`config.mk`:
```
export PLATFORM = sky130hd
export DESIGN_NAME = dual_interval_timer_with_irq
export DESIGN_NICKNAME = d
export VERILOG_FILES = /design/src/design/dit_pkg.sv /design/src/design/dual_interval_timer_with_irq.sv
export VERILOG_INCLUDE_DIRS = /design/src /design/src/design
export SDC_FILE = /design/constraint.sdc
export NUM_CORES = 1
export LEC_CHECK = 0
export CAP_MARGIN = 20
export CORE_MARGIN = 4
export CORE_UTILIZATION = 60
export DETAILED_ROUTE_END_ITERATION = 8
export DONT_BUFFER_PORTS = 1
export PLACE_DENSITY = 0.82
export SETUP_SLACK_MARGIN = 0.2
export SLEW_MARGIN = 20
export SYNTH_ARGS = -nofsm -noshare
export SYNTH_HDL_FRONTEND = slang
export SYNTH_SLANG_ARGS = --single-unit
```
`constraint.sdc`:
```
create_clock -name clk -period 7.2 [get_ports clk]
set_input_delay 0.72 -clock clk [delete_from_list [all_inputs] [get_ports clk]]
set_output_delay 0.72 -clock clk [all_outputs]
set_load 0.005 [all_outputs]
```
`src/design/dual_interval_timer_with_irq_defines.svh`:
```
// ----------------------------------------------------------------------------
// Dual interval timer assertion macros
// Shared concurrent check forms, sampled on clk, off while rst_n is low.
// ----------------------------------------------------------------------------
`ifndef DUAL_INTERVAL_TIMER_WITH_IRQ_DEFINES_SVH
`define DUAL_INTERVAL_TIMER_WITH_IRQ_DEFINES_SVH

// same-cycle implication
`define DIT_ASSERT_IMP(name, ante, cons) \
    name: assert property (@(posedge clk) disable iff (!rst_n) (ante) |-> (cons)) \
        else $error("dit: same-cycle check failed");

// next-cycle implication
`define DIT_ASSERT_NEXT(name, ante, cons) \
    name: assert property (@(posedge clk) disable iff (!rst_n) (ante) |=> (cons)) \
        else $error("dit: next-cycle check failed");

`endif

```
`src/design/dit_pkg.sv`:
```
// ----------------------------------------------------------------------------
// Dual interval timer package
// Beat payload types, operation codes, register offsets and control bits.
// ----------------------------------------------------------------------------
`timescale 1ns / 1ps

package dit_pkg;

    typedef struct packed {
        logic [1:0] op;
        logic [3:0] reg_index;
        logic [7:0] write_data;
    } item_t;

    typedef struct packed {
        logic [7:0] read_data;
        logic       irq_line;
        logic       underflow_a;
        logic       underflow_b;
    } result_t;

    localparam logic [1:0] OP_TICK  = 2'd0;
    localparam logic [1:0] OP_WRITE = 2'd1;
    localparam logic [1:0] OP_READ  = 2'd2;

    localparam logic [3:0] REG_TA_LO = 4'd4;
    localparam logic [3:0] REG_TA_HI = 4'd5;
    localparam logic [3:0] REG_TB_LO = 4'd6;
    localparam logic [3:0] REG_TB_HI = 4'd7;
    localparam logic [3:0] REG_ICR   = 4'd13;
    localparam logic [3:0] REG_CRA   = 4'd14;
    localparam logic [3:0] REG_CRB   = 4'd15;

    // script action bits
    localparam logic [7:0] ACT_RUN  = 8'h01;
    localparam logic [7:0] ACT_LOAD = 8'h02;
    localparam logic [7:0] ACT_END  = 8'h04;
    localparam logic [7:0] ACT_UFL  = 8'h08;
    localparam logic [7:0] ACT_BUSY = 8'h0e;

    // control byte
    localparam logic [7:0] CTL_FORCE_LOAD  = 8'h10;
    localparam logic [7:0] CTL_CNT_MODE    = 8'h20;
    localparam logic [7:0] CTL_INMODE_MASK = 8'h60;
    localparam logic [7:0] CTL_INMODE_TA   = 8'h40;
    localparam logic [7:0] CTL_CLR_START   = 8'hfe;

    localparam logic [7:0] ICR_SRC_MASK = 8'h1f;

endpackage

```
`src/design/dual_interval_timer_with_irq.sv`:
```
// ----------------------------------------------------------------------------
// Dual interval timer with interrupt
// Each beat is one clock tick, one register write or one register read. The
// block accepts one beat every clock cycle while the result side is not
// stalled and returns exactly one result beat per input beat: the beat is
// captured in an input register, the whole tick, write or read is evaluated by
// combinational logic against the timer state, and the result lands in an
// output register. The state update of a beat is registered together with its
// result, so back-to-back beats see each other's effects in order. The longest
// path is the timer A tick chained into two timer B evaluations in linked mode.
// ----------------------------------------------------------------------------
`timescale 1ns / 1ps

module dual_interval_timer_with_irq (
    input  logic           clk,
    input  logic           rst_n,
    input  logic           item_valid,
    output logic           item_ready,
    input  dit_pkg::item_t item,
    output logic           result_valid,
    input  logic           result_ready,
    output dit_pkg::result_t result,
    input  logic           cfg_we,
    input  logic           cfg_wdata
);

    import dit_pkg::*;

`include "dual_interval_timer_with_irq_defines.svh"

    typedef struct packed {
        logic [15:0] cnt;
        logic [15:0] lat;
        logic [7:0]  ctl;
        logic [23:0] scr;
    } tmr_t;

    typedef struct packed {
        tmr_t t;
        logic stop;
        logic keep;
        logic act_ufl;
        logic act_load;
    } pre_t;

    typedef struct packed {
        tmr_t t;
        logic ufl;
    } cnt_t;

    typedef struct packed {
        tmr_t t;
        logic ufl;
        logic set_delay;
    } node_t;

    function automatic pre_t tmr_pre(tmr_t t);
        pre_t       r;
        logic [7:0] act;
        r          = '0;
        r.t        = t;
        act        = t.scr[7:0];
        if (t.scr != 24'h0)
        begin
            r.t.scr = {8'h00, t.scr[23:8]};
            if ((act & ACT_BUSY) == 8'h00)
            begin
                if ((act & ACT_RUN) != 8'h00)
                    r.keep = 1'b1;
                else
                    r.stop = 1'b1;
            end
            else
            begin
                r.act_ufl  = (act & ACT_UFL) != 8'h00;
                r.act_load = (act & ACT_LOAD) != 8'h00;
            end
        end
        return r;
    endfunction

    function automatic cnt_t tmr_count(tmr_t t, logic keep);
        cnt_t r;
        r.t   = t;
        r.ufl = 1'b0;
        if (t.ctl[0] || keep)
        begin
            if (t.cnt <= 16'd1)
            begin
                r.ufl   = 1'b1;
                r.t.scr = t.scr | {16'h0000, ACT_UFL};
                r.t.cnt = t.lat;
                if (t.ctl[3])
                    r.t.ctl = t.ctl & CTL_CLR_START;
            end
            else
            begin
                r.t.cnt = t.cnt - 16'd1;
            end
        end
        return r;
    endfunction

    // one tick with no nested B tick
    function automatic node_t tmr_leaf(tmr_t t, logic match);
        pre_t  p;
        cnt_t  c;
        node_t r;
        p           = tmr_pre(t);
        c           = tmr_count(p.t, p.keep);
        r.t         = p.t;
        r.ufl       = 1'b0;
        r.set_delay = 1'b0;
        if (p.act_ufl || p.act_load)
        begin
            r.set_delay = p.act_ufl & match;
            if (p.act_load)
                r.t.cnt = p.t.lat;
        end
        else if (!p.stop)
        begin
            r.t   = c.t;
            r.ufl = c.ufl;
        end
        return r;
    endfunction

    // timer B tick; a pending underflow action in linked mode clocks B once more
    function automatic node_t tmr_b_node(tmr_t t, logic match, logic linked);
        pre_t  p;
        cnt_t  c;
        node_t inner;
        node_t r;
        p           = tmr_pre(t);
        c           = tmr_count(p.t, p.keep);
        inner       = tmr_leaf(p.t, match);
        r.t         = p.t;
        r.ufl       = 1'b0;
        r.set_delay = 1'b0;
        if (p.act_ufl || p.act_load)
        begin
            r.set_delay = p.act_ufl & match;
            if (p.act_ufl && linked)
            begin
                r.t         = inner.t;
                r.ufl       = inner.ufl;
                r.set_delay = r.set_delay | inner.set_delay;
            end
            if (p.act_load)
                r.t.cnt = r.t.lat;
        end
        else if (!p.stop)
        begin
            r.t   = c.t;
            r.ufl = c.ufl;
        end
        return r;
    endfunction

    function automatic tmr_t ctl_write(tmr_t t, logic [7:0] v);
        tmr_t       r;
        logic [7:0] dm;
        r  = t;
        dm = t.ctl[0] ? ACT_RUN : 8'h00;
        if ((v & CTL_FORCE_LOAD) != 8'h00)
            r.scr = {ACT_LOAD, ACT_LOAD, dm};
        else if (t.ctl[0] != v[0])
            r.scr = {ACT_END, dm, dm};
        r.ctl = ((v & CTL_CNT_MODE) != 8'h00) ? (v & CTL_CLR_START) : v;
        return r;
    endfunction

    // pipeline control
    item_t   item_q_reg;
    logic    item_q_valid_reg;
    result_t result_reg;
    result_t result_next;
    logic    result_valid_reg;
    logic    advance;

    // block state
    logic       icr_set_allowed_reg;
    tmr_t       tmr_a_reg;
    tmr_t       tmr_a_next;
    tmr_t       tmr_b_reg;
    tmr_t       tmr_b_next;
    logic [4:0] irq_mask_reg;
    logic [4:0] irq_mask_next;
    logic [7:0] irq_status_reg;
    logic [7:0] irq_status_next;
    logic [1:0] irq_delay_reg;
    logic [1:0] irq_delay_next;
    logic [7:0] plain_regs_reg [16];
    logic       plain_wr_en;

    // tick datapath
    logic [1:0] match_now;
    logic       b_linked;
    pre_t       pa;
    cnt_t       ca;
    node_t      bn_link;
    node_t      bn_free;
    tmr_t       a_tick;
    tmr_t       b_tick;
    logic       ufl_a_tick;
    logic       ufl_b_tick;
    logic       set_dly_tick;
    logic [7:0] icr_wr;
    logic [7:0] icr_src;

    assign advance      = item_q_valid_reg && (!result_valid_reg || result_ready);
    assign item_ready   = !item_q_valid_reg || advance;
    assign result_valid = result_valid_reg;
    assign result       = result_reg;

    assign match_now = irq_status_reg[1:0] & irq_mask_reg[1:0];
    assign b_linked  = (tmr_b_reg.ctl & CTL_INMODE_MASK) == CTL_INMODE_TA;
    assign pa        = tmr_pre(tmr_a_reg);
    assign ca        = tmr_count(pa.t, pa.keep);
    assign bn_link   = tmr_b_node(tmr_b_reg, match_now[1], 1'b1);
    assign bn_free   = tmr_b_node(tmr_b_reg, match_now[1], 1'b0);

    assign icr_wr  = {item_q_reg.write_data[7] & icr_set_allowed_reg,
                      item_q_reg.write_data[6:0]};
    assign icr_src = icr_wr & ICR_SRC_MASK;

    always_comb
    begin
        a_tick       = pa.t;
        ufl_a_tick   = 1'b0;
        set_dly_tick = 1'b0;
        b_tick       = tmr_b_reg;
        ufl_b_tick   = 1'b0;
        if (pa.act_ufl || pa.act_load)
        begin
            set_dly_tick = pa.act_ufl & match_now[0];
            if (pa.act_load)
                a_tick.cnt = pa.t.lat;
        end
        else if (!pa.stop)
        begin
            a_tick     = ca.t;
            ufl_a_tick = ca.ufl;
        end
        if (b_linked)
        begin
            if (pa.act_ufl)
            begin
                b_tick       = bn_link.t;
                ufl_b_tick   = bn_link.ufl;
                set_dly_tick = set_dly_tick | bn_link.set_delay;
            end
        end
        else
        begin
            b_tick       = bn_free.t;
            ufl_b_tick   = bn_free.ufl;
            set_dly_tick = set_dly_tick | bn_free.set_delay;
        end
    end

    always_comb
    begin
        tmr_a_next      = tmr_a_reg;
        tmr_b_next      = tmr_b_reg;
        irq_mask_next   = irq_mask_reg;
        irq_status_next = irq_status_reg;
        irq_delay_next  = irq_delay_reg;
        plain_wr_en     = 1'b0;
        result_next     = '0;
        unique case (item_q_reg.op)
            OP_TICK:
            begin
                if (irq_delay_reg != 2'd0)
                begin
                    irq_delay_next = irq_delay_reg - 2'd1;
                    if (irq_delay_reg == 2'd1 && match_now != 2'b00)
                        irq_status_next[7] = 1'b1;
                end
                tmr_a_next              = a_tick;
                tmr_b_next              = b_tick;
                irq_status_next[1:0]    = irq_status_reg[1:0] | {ufl_b_tick, ufl_a_tick};
                if (set_dly_tick)
                    irq_delay_next = 2'd1;
                if ((irq_status_next[1:0] & irq_mask_reg[1:0]) != 2'b00
                    && !irq_status_next[7])
                    irq_delay_next = 2'd1;
                result_next.underflow_a = ufl_a_tick;
                result_next.underflow_b = ufl_b_tick;
            end
            OP_WRITE:
            begin
                unique case (item_q_reg.reg_index)
                    REG_TA_LO: tmr_a_next.lat[7:0] = item_q_reg.write_data;
                    REG_TA_HI:
                    begin
                        tmr_a_next.lat[15:8] = item_q_reg.write_data;
                        if (!tmr_a_reg.ctl[0])
                            tmr_a_next.cnt = {item_q_reg.write_data, tmr_a_reg.lat[7:0]};
                    end
                    REG_TB_LO: tmr_b_next.lat[7:0] = item_q_reg.write_data;
                    REG_TB_HI:
                    begin
                        tmr_b_next.lat[15:8] = item_q_reg.write_data;
                        if (!tmr_b_reg.ctl[0])
                            tmr_b_next.cnt = {item_q_reg.write_data, tmr_b_reg.lat[7:0]};
                    end
                    REG_ICR:
                    begin
                        if (icr_wr[7])
                        begin
                            irq_mask_next = irq_mask_reg | icr_src[4:0];
                            if ((irq_status_reg[1:0] & irq_mask_next[1:0]) != 2'b00
                                && !irq_status_reg[7])
                                irq_delay_next = 2'd2;
                        end
                        else
                        begin
                            irq_mask_next = irq_mask_reg & ~icr_src[4:0];
                        end
                    end
                    REG_CRA: tmr_a_next = ctl_write(tmr_a_reg, item_q_reg.write_data);
                    REG_CRB: tmr_b_next = ctl_write(tmr_b_reg, item_q_reg.write_data);
                    default: plain_wr_en = 1'b1;
                endcase
            end
            OP_READ:
            begin
                unique case (item_q_reg.reg_index)
                    REG_TA_LO: result_next.read_data = tmr_a_reg.cnt[7:0];
                    REG_TA_HI: result_next.read_data = tmr_a_reg.cnt[15:8];
                    REG_TB_LO: result_next.read_data = tmr_b_reg.cnt[7:0];
                    REG_TB_HI: result_next.read_data = tmr_b_reg.cnt[15:8];
                    REG_ICR:
                    begin
                        result_next.read_data = irq_status_reg;
                        irq_status_next       = 8'h00;
                    end
                    REG_CRA:   result_next.read_data = tmr_a_reg.ctl;
                    REG_CRB:   result_next.read_data = tmr_b_reg.ctl;
                    default:   result_next.read_data = plain_regs_reg[item_q_reg.reg_index];
                endcase
            end
            default: ;
        endcase
        result_next.irq_line = irq_status_next[7];
    end

    always_ff @(posedge clk or negedge rst_n)
    begin
        if (!rst_n)
        begin
            item_q_valid_reg    <= 1'b0;
            result_valid_reg    <= 1'b0;
            icr_set_allowed_reg <= 1'b1;
            tmr_a_reg           <= '0;
            tmr_b_reg           <= '0;
            irq_mask_reg        <= '0;
            irq_status_reg      <= '0;
            irq_delay_reg       <= '0;
            for (int i = 0; i < 16; i++)
                plain_regs_reg[i] <= 8'h00;
        end
        else
        begin
            if (cfg_we)
                icr_set_allowed_reg <= cfg_wdata;
            if (item_ready)
                item_q_valid_reg <= item_valid;
            if (advance)
                result_valid_reg <= 1'b1;
            else if (result_ready)
                result_valid_reg <= 1'b0;
            if (advance)
            begin
                tmr_a_reg      <= tmr_a_next;
                tmr_b_reg      <= tmr_b_next;
                irq_mask_reg   <= irq_mask_next;
                irq_status_reg <= irq_status_next;
                irq_delay_reg  <= irq_delay_next;
                if (plain_wr_en)
                    plain_regs_reg[item_q_reg.reg_index] <= item_q_reg.write_data;
            end
        end
    end

    always_ff @(posedge clk)
    begin
        if (item_ready && item_valid)
            item_q_reg <= item;
        if (advance)
            result_reg <= result_next;
    end

    `DIT_ASSERT_NEXT(a_icr_read_clears, advance && item_q_reg.op == OP_READ && item_q_reg.reg_index == REG_ICR, irq_status_reg == 8'h00)
    `DIT_ASSERT_NEXT(a_ufl_only_on_tick, advance && item_q_reg.op != OP_TICK, !result_reg.underflow_a && !result_reg.underflow_b)
    `DIT_ASSERT_NEXT(a_irq_line_tracks, advance, result_reg.irq_line == irq_status_reg[7])
    `DIT_ASSERT_IMP(a_cnt_mode_a_stopped, tmr_a_reg.ctl[5], !tmr_a_reg.ctl[0])
    `DIT_ASSERT_IMP(a_delay_in_range, 1'b1, irq_delay_reg != 2'd3)

endmodule
```
==> summary.md <==
| Metric | Value |
|---|---|
| Status | `finished, final reports clean` |
| Crit path launch type | `flop` |
| Total negative slack | `0 ps` |
| Share of the synthesized area in the top cell type | `41.75%` |
| Finished Cell Area | `0.01262 mm2` |
| CP Capture Type | `flop` |
| # setup viols final | `0` |
| Clk_lat worst skew | `550 ps` |
| DR WL met3 | `3.318 mm` |
| CTS buffer count | `24` |
| Antenna violations before repair | `0` |
| Metal2 WL | `14.66 mm` |
| Combinational power share | `26.1%` |
| Total gr overflow | `0` |
| Clock slew at reported path FFs | `60 ps` |
| Hold Path Class | `input pin to asynchronous set/reset pin` |
| Placed cell area | `0.01184 mm2` |
| DRC | `0` |
| Net Sw Power | `1.385 mW` |
| WHS | `16.25 ps` |
| Wirelength, routed | `32.10 mm` |
| Most common cell in the netlist | `dfrtp_1` |
| Post-Syn Nets | `1142` |
| Layout Skew | `21.77 ps` |
| CTS root buffer | `clkbuf_16` |
| CTS tree | `built` |
| Max reg flops | `72` |
| Sequential share of power | `44.4%` |
| Pin count of the biggest net entering global routing | `197` |
| Avg Inst Size Synth | `10.53 um2` |
| DRT met1 WL | `12.54 mm` |
| Vias in the first global route | `9088` |
| Net count, final | `1106` |
| DP HPWL | `21.10 mm` |
| Relative slew margins | `21.30%` |
| Setup Crit Path Kind | `flop to flop` |
| Post-CTS setup buffer count | `0` |
| Top cells by area, synth | `dfrtp_1, mux2_2, edfxtp_1, mux4_2, nand2_1` |
| Crit path DAT | `3850 ps` |
| Synth Warn # | `0` |
| WP data required | `7590 ps` |
| Max Cap Viol | `0` |
| Mapped cell area | `0.01175 mm2` |
| CTS sink count | `222` |
| F_max | `289.5 MHz` |
| Diodes inserted | `0` |
| Clock group share of total power | `29.5%` |
| Ports | `33` |
| Total Power | `3.993 mW` |
| Placed cells | `1313` |
| Drt initial violations | `1339` |
| Die area | `0.02188 mm2` |
| Vias | `9490` |
| Max layer used | `met4` |
| FF-to-FF setup slack | `3750 ps` |
| Die X | `147.9 um` |
| Storage cell area | `0.005682 mm2` |
| Drt wl/cell | `23.73 um` |
| Filler instances | `1366` |
| GPL Wtd Cong | `0.9407` |
| Seq/Total Area, Yosys | `48.37%` |
| Antenna Violating Nets Remaining | `0` |
| Multi-input gate area | `0.005692 mm2` |
| Period utilisation layout | `47.98%` |
| Number of I/O port buffers | `0` |
| Drt first pass iters | `6` |
| Cts repair resizes | `0` |
| Worst VDD drop | `0.3039 mV` |
| Net Sw Frac | `34.69%` |
| Share of cells above drive strength 1 | `17.20%` |
| Final slew viol count | `0` |
| H-Tree Depth | `1` |
| Crit Path Max Fanout | `44` |
| Synth Register Bits | `222` |
| Worst-margin pin slew | `1181 ps` |
| Finished Layout Cells | `1353` |
| Num rows | `50` |
| Commonest cells post-synth | `dfrtp_1, nand2_1, mux2_2` |
| All-Layer GR Usage | `28.97%` |
| Internal power | `2.608 mW` |
| PD cells | `316.3 mW/mm2` |
| Die Height | `147.9 um` |
| Ys flop type | `dfrtp_1` |
| Leak pwr | `5.329 nW` |
| Vias per cell | `7.014` |
| Share of synthesized registers carrying an async set or reset | `88.74%` |
| Minimum clock period | `3454 ps` |
| Final hold violations | `0` |
| First-pass GRT wire length | `50.54 mm` |
| EDFF count, synth | `25` |
| Number of distinct standard cells referenced by the synthesized netlist | `78` |
| Synth-to-layout area growth | `7.456%` |
| RSZ-0062 raised after global routing | `false` |
| Synth area leader | `dfrtp_1` |
| Core ar. | `0.01896 mm2` |
| Initial Util | `61.97%` |
| Gate Count Post-Synth | `1116` |
| CTS max path bufs | `3` |
-- cells by family after synthesis --
kind of cell / count (synthesis) / synth area share (%)
DFF: 222 / 48.37
adders and majority gates: 6 / 0.6390
AOI/OAI and AO/OA: 285 / 16.23
and+or+nand+nor: 359 / 15.53
xor gates and xnor gates: 18 / 1.342
buffers and inverters: 90 / 3.206
muxes: 136 / 14.69
-- power groups by stage --
stage	Sequential [mW]	Clock (mW)	Combinational, mW
after global routing	1.79	1.24	1.14
after floorplan	1.64	0	0.846
after detailed placement	1.77	0	0.991
final	1.77	1.18	1.04
after global placement	1.76	0	0.960
after CTS	1.76	1.19	1.02
-- per-layer routing --
layer / GRT usage (%) / vias to the layer above
li1: - / 4078
met1: 39.93 / 4646
met2: 45.86 / 632
met3: 5.579 / 134
met4: 11.45 / 0
met5: 0 / -
-- final timing paths --
kind,start,to,cells after the start
max in group asynchronous,rst_n,tmr_b_reg[12],1
worst min register to register,tmr_b_reg[5],tmr_b_reg[5],2
worst max register to register,item_q_reg[8],tmr_b_reg[52],8
min in group clk,item[6],icr_wr[6],0
worst min-delay path,rst_n,icr_set_allowed_reg,0
worst max-delay path,item_q_reg[8],tmr_b_reg[52],8
-- timing repair --
action                                  in CTS  in global routing
endpoints found under the hold margin      196                  0
endpoints found under the setup margin       0                  0
hold buffers                                 1                  0
-- worst max-delay path: stages, from the launching register on --
cell,delay [ps]
edfxtp_1,340
buf_4,500
nand2_1,260
nor4_1,450
o21a_1,240
and3_1,530
nand2_1,380
a2111oi_0,480
nor2_1,100
-- cell usage in the layout, fill, tap and decap left out, types with 7 or more instances in the layout --
master and instances:
xor2_1 8, o211ai_1 13, dfrtp_1 196, and2_1 18, o21ai_1 18, nor2b_1 17, buf_4 11, mux2_2 101
nor2_1 72, mux4_2 19, inv_1 15, nor3_1 29, nand2b_1 16, a211oi_1 15, clkbuf_16 24, a22o_1 15
nor3b_1 9, o21ai_0 76, edfxtp_1 25, xnor2_1 10, a31oi_1 17, a32o_1 7, nor4_1 13, nand2_1 113
or3_1 10, and3_1 7, o221ai_1 10, nand3_1 21, mux2i_1 16, a21oi_1 44
-- cell type report --
type | instances | share of cell area (%)
clock inverters | 9 | 0.8029
repair buffers | 12 | 0.8722
inverters | 16 | 0.4758
clock buffers | 30 | 5.174
flip-flops and latches | 222 | 45.01
multi-input cells | 804 | 45.09
well taps | 260 | 2.577
-- stage by stage --
step,setup slack (ps),utilization (%)
after floorplan,4610,-
after global placement,3979,62.47
after detailed placement,3892,62.47
after CTS,3856,66.59
after global routing,3356,66.59
final,3746,66.59
(Power assumes the default switching activity.)
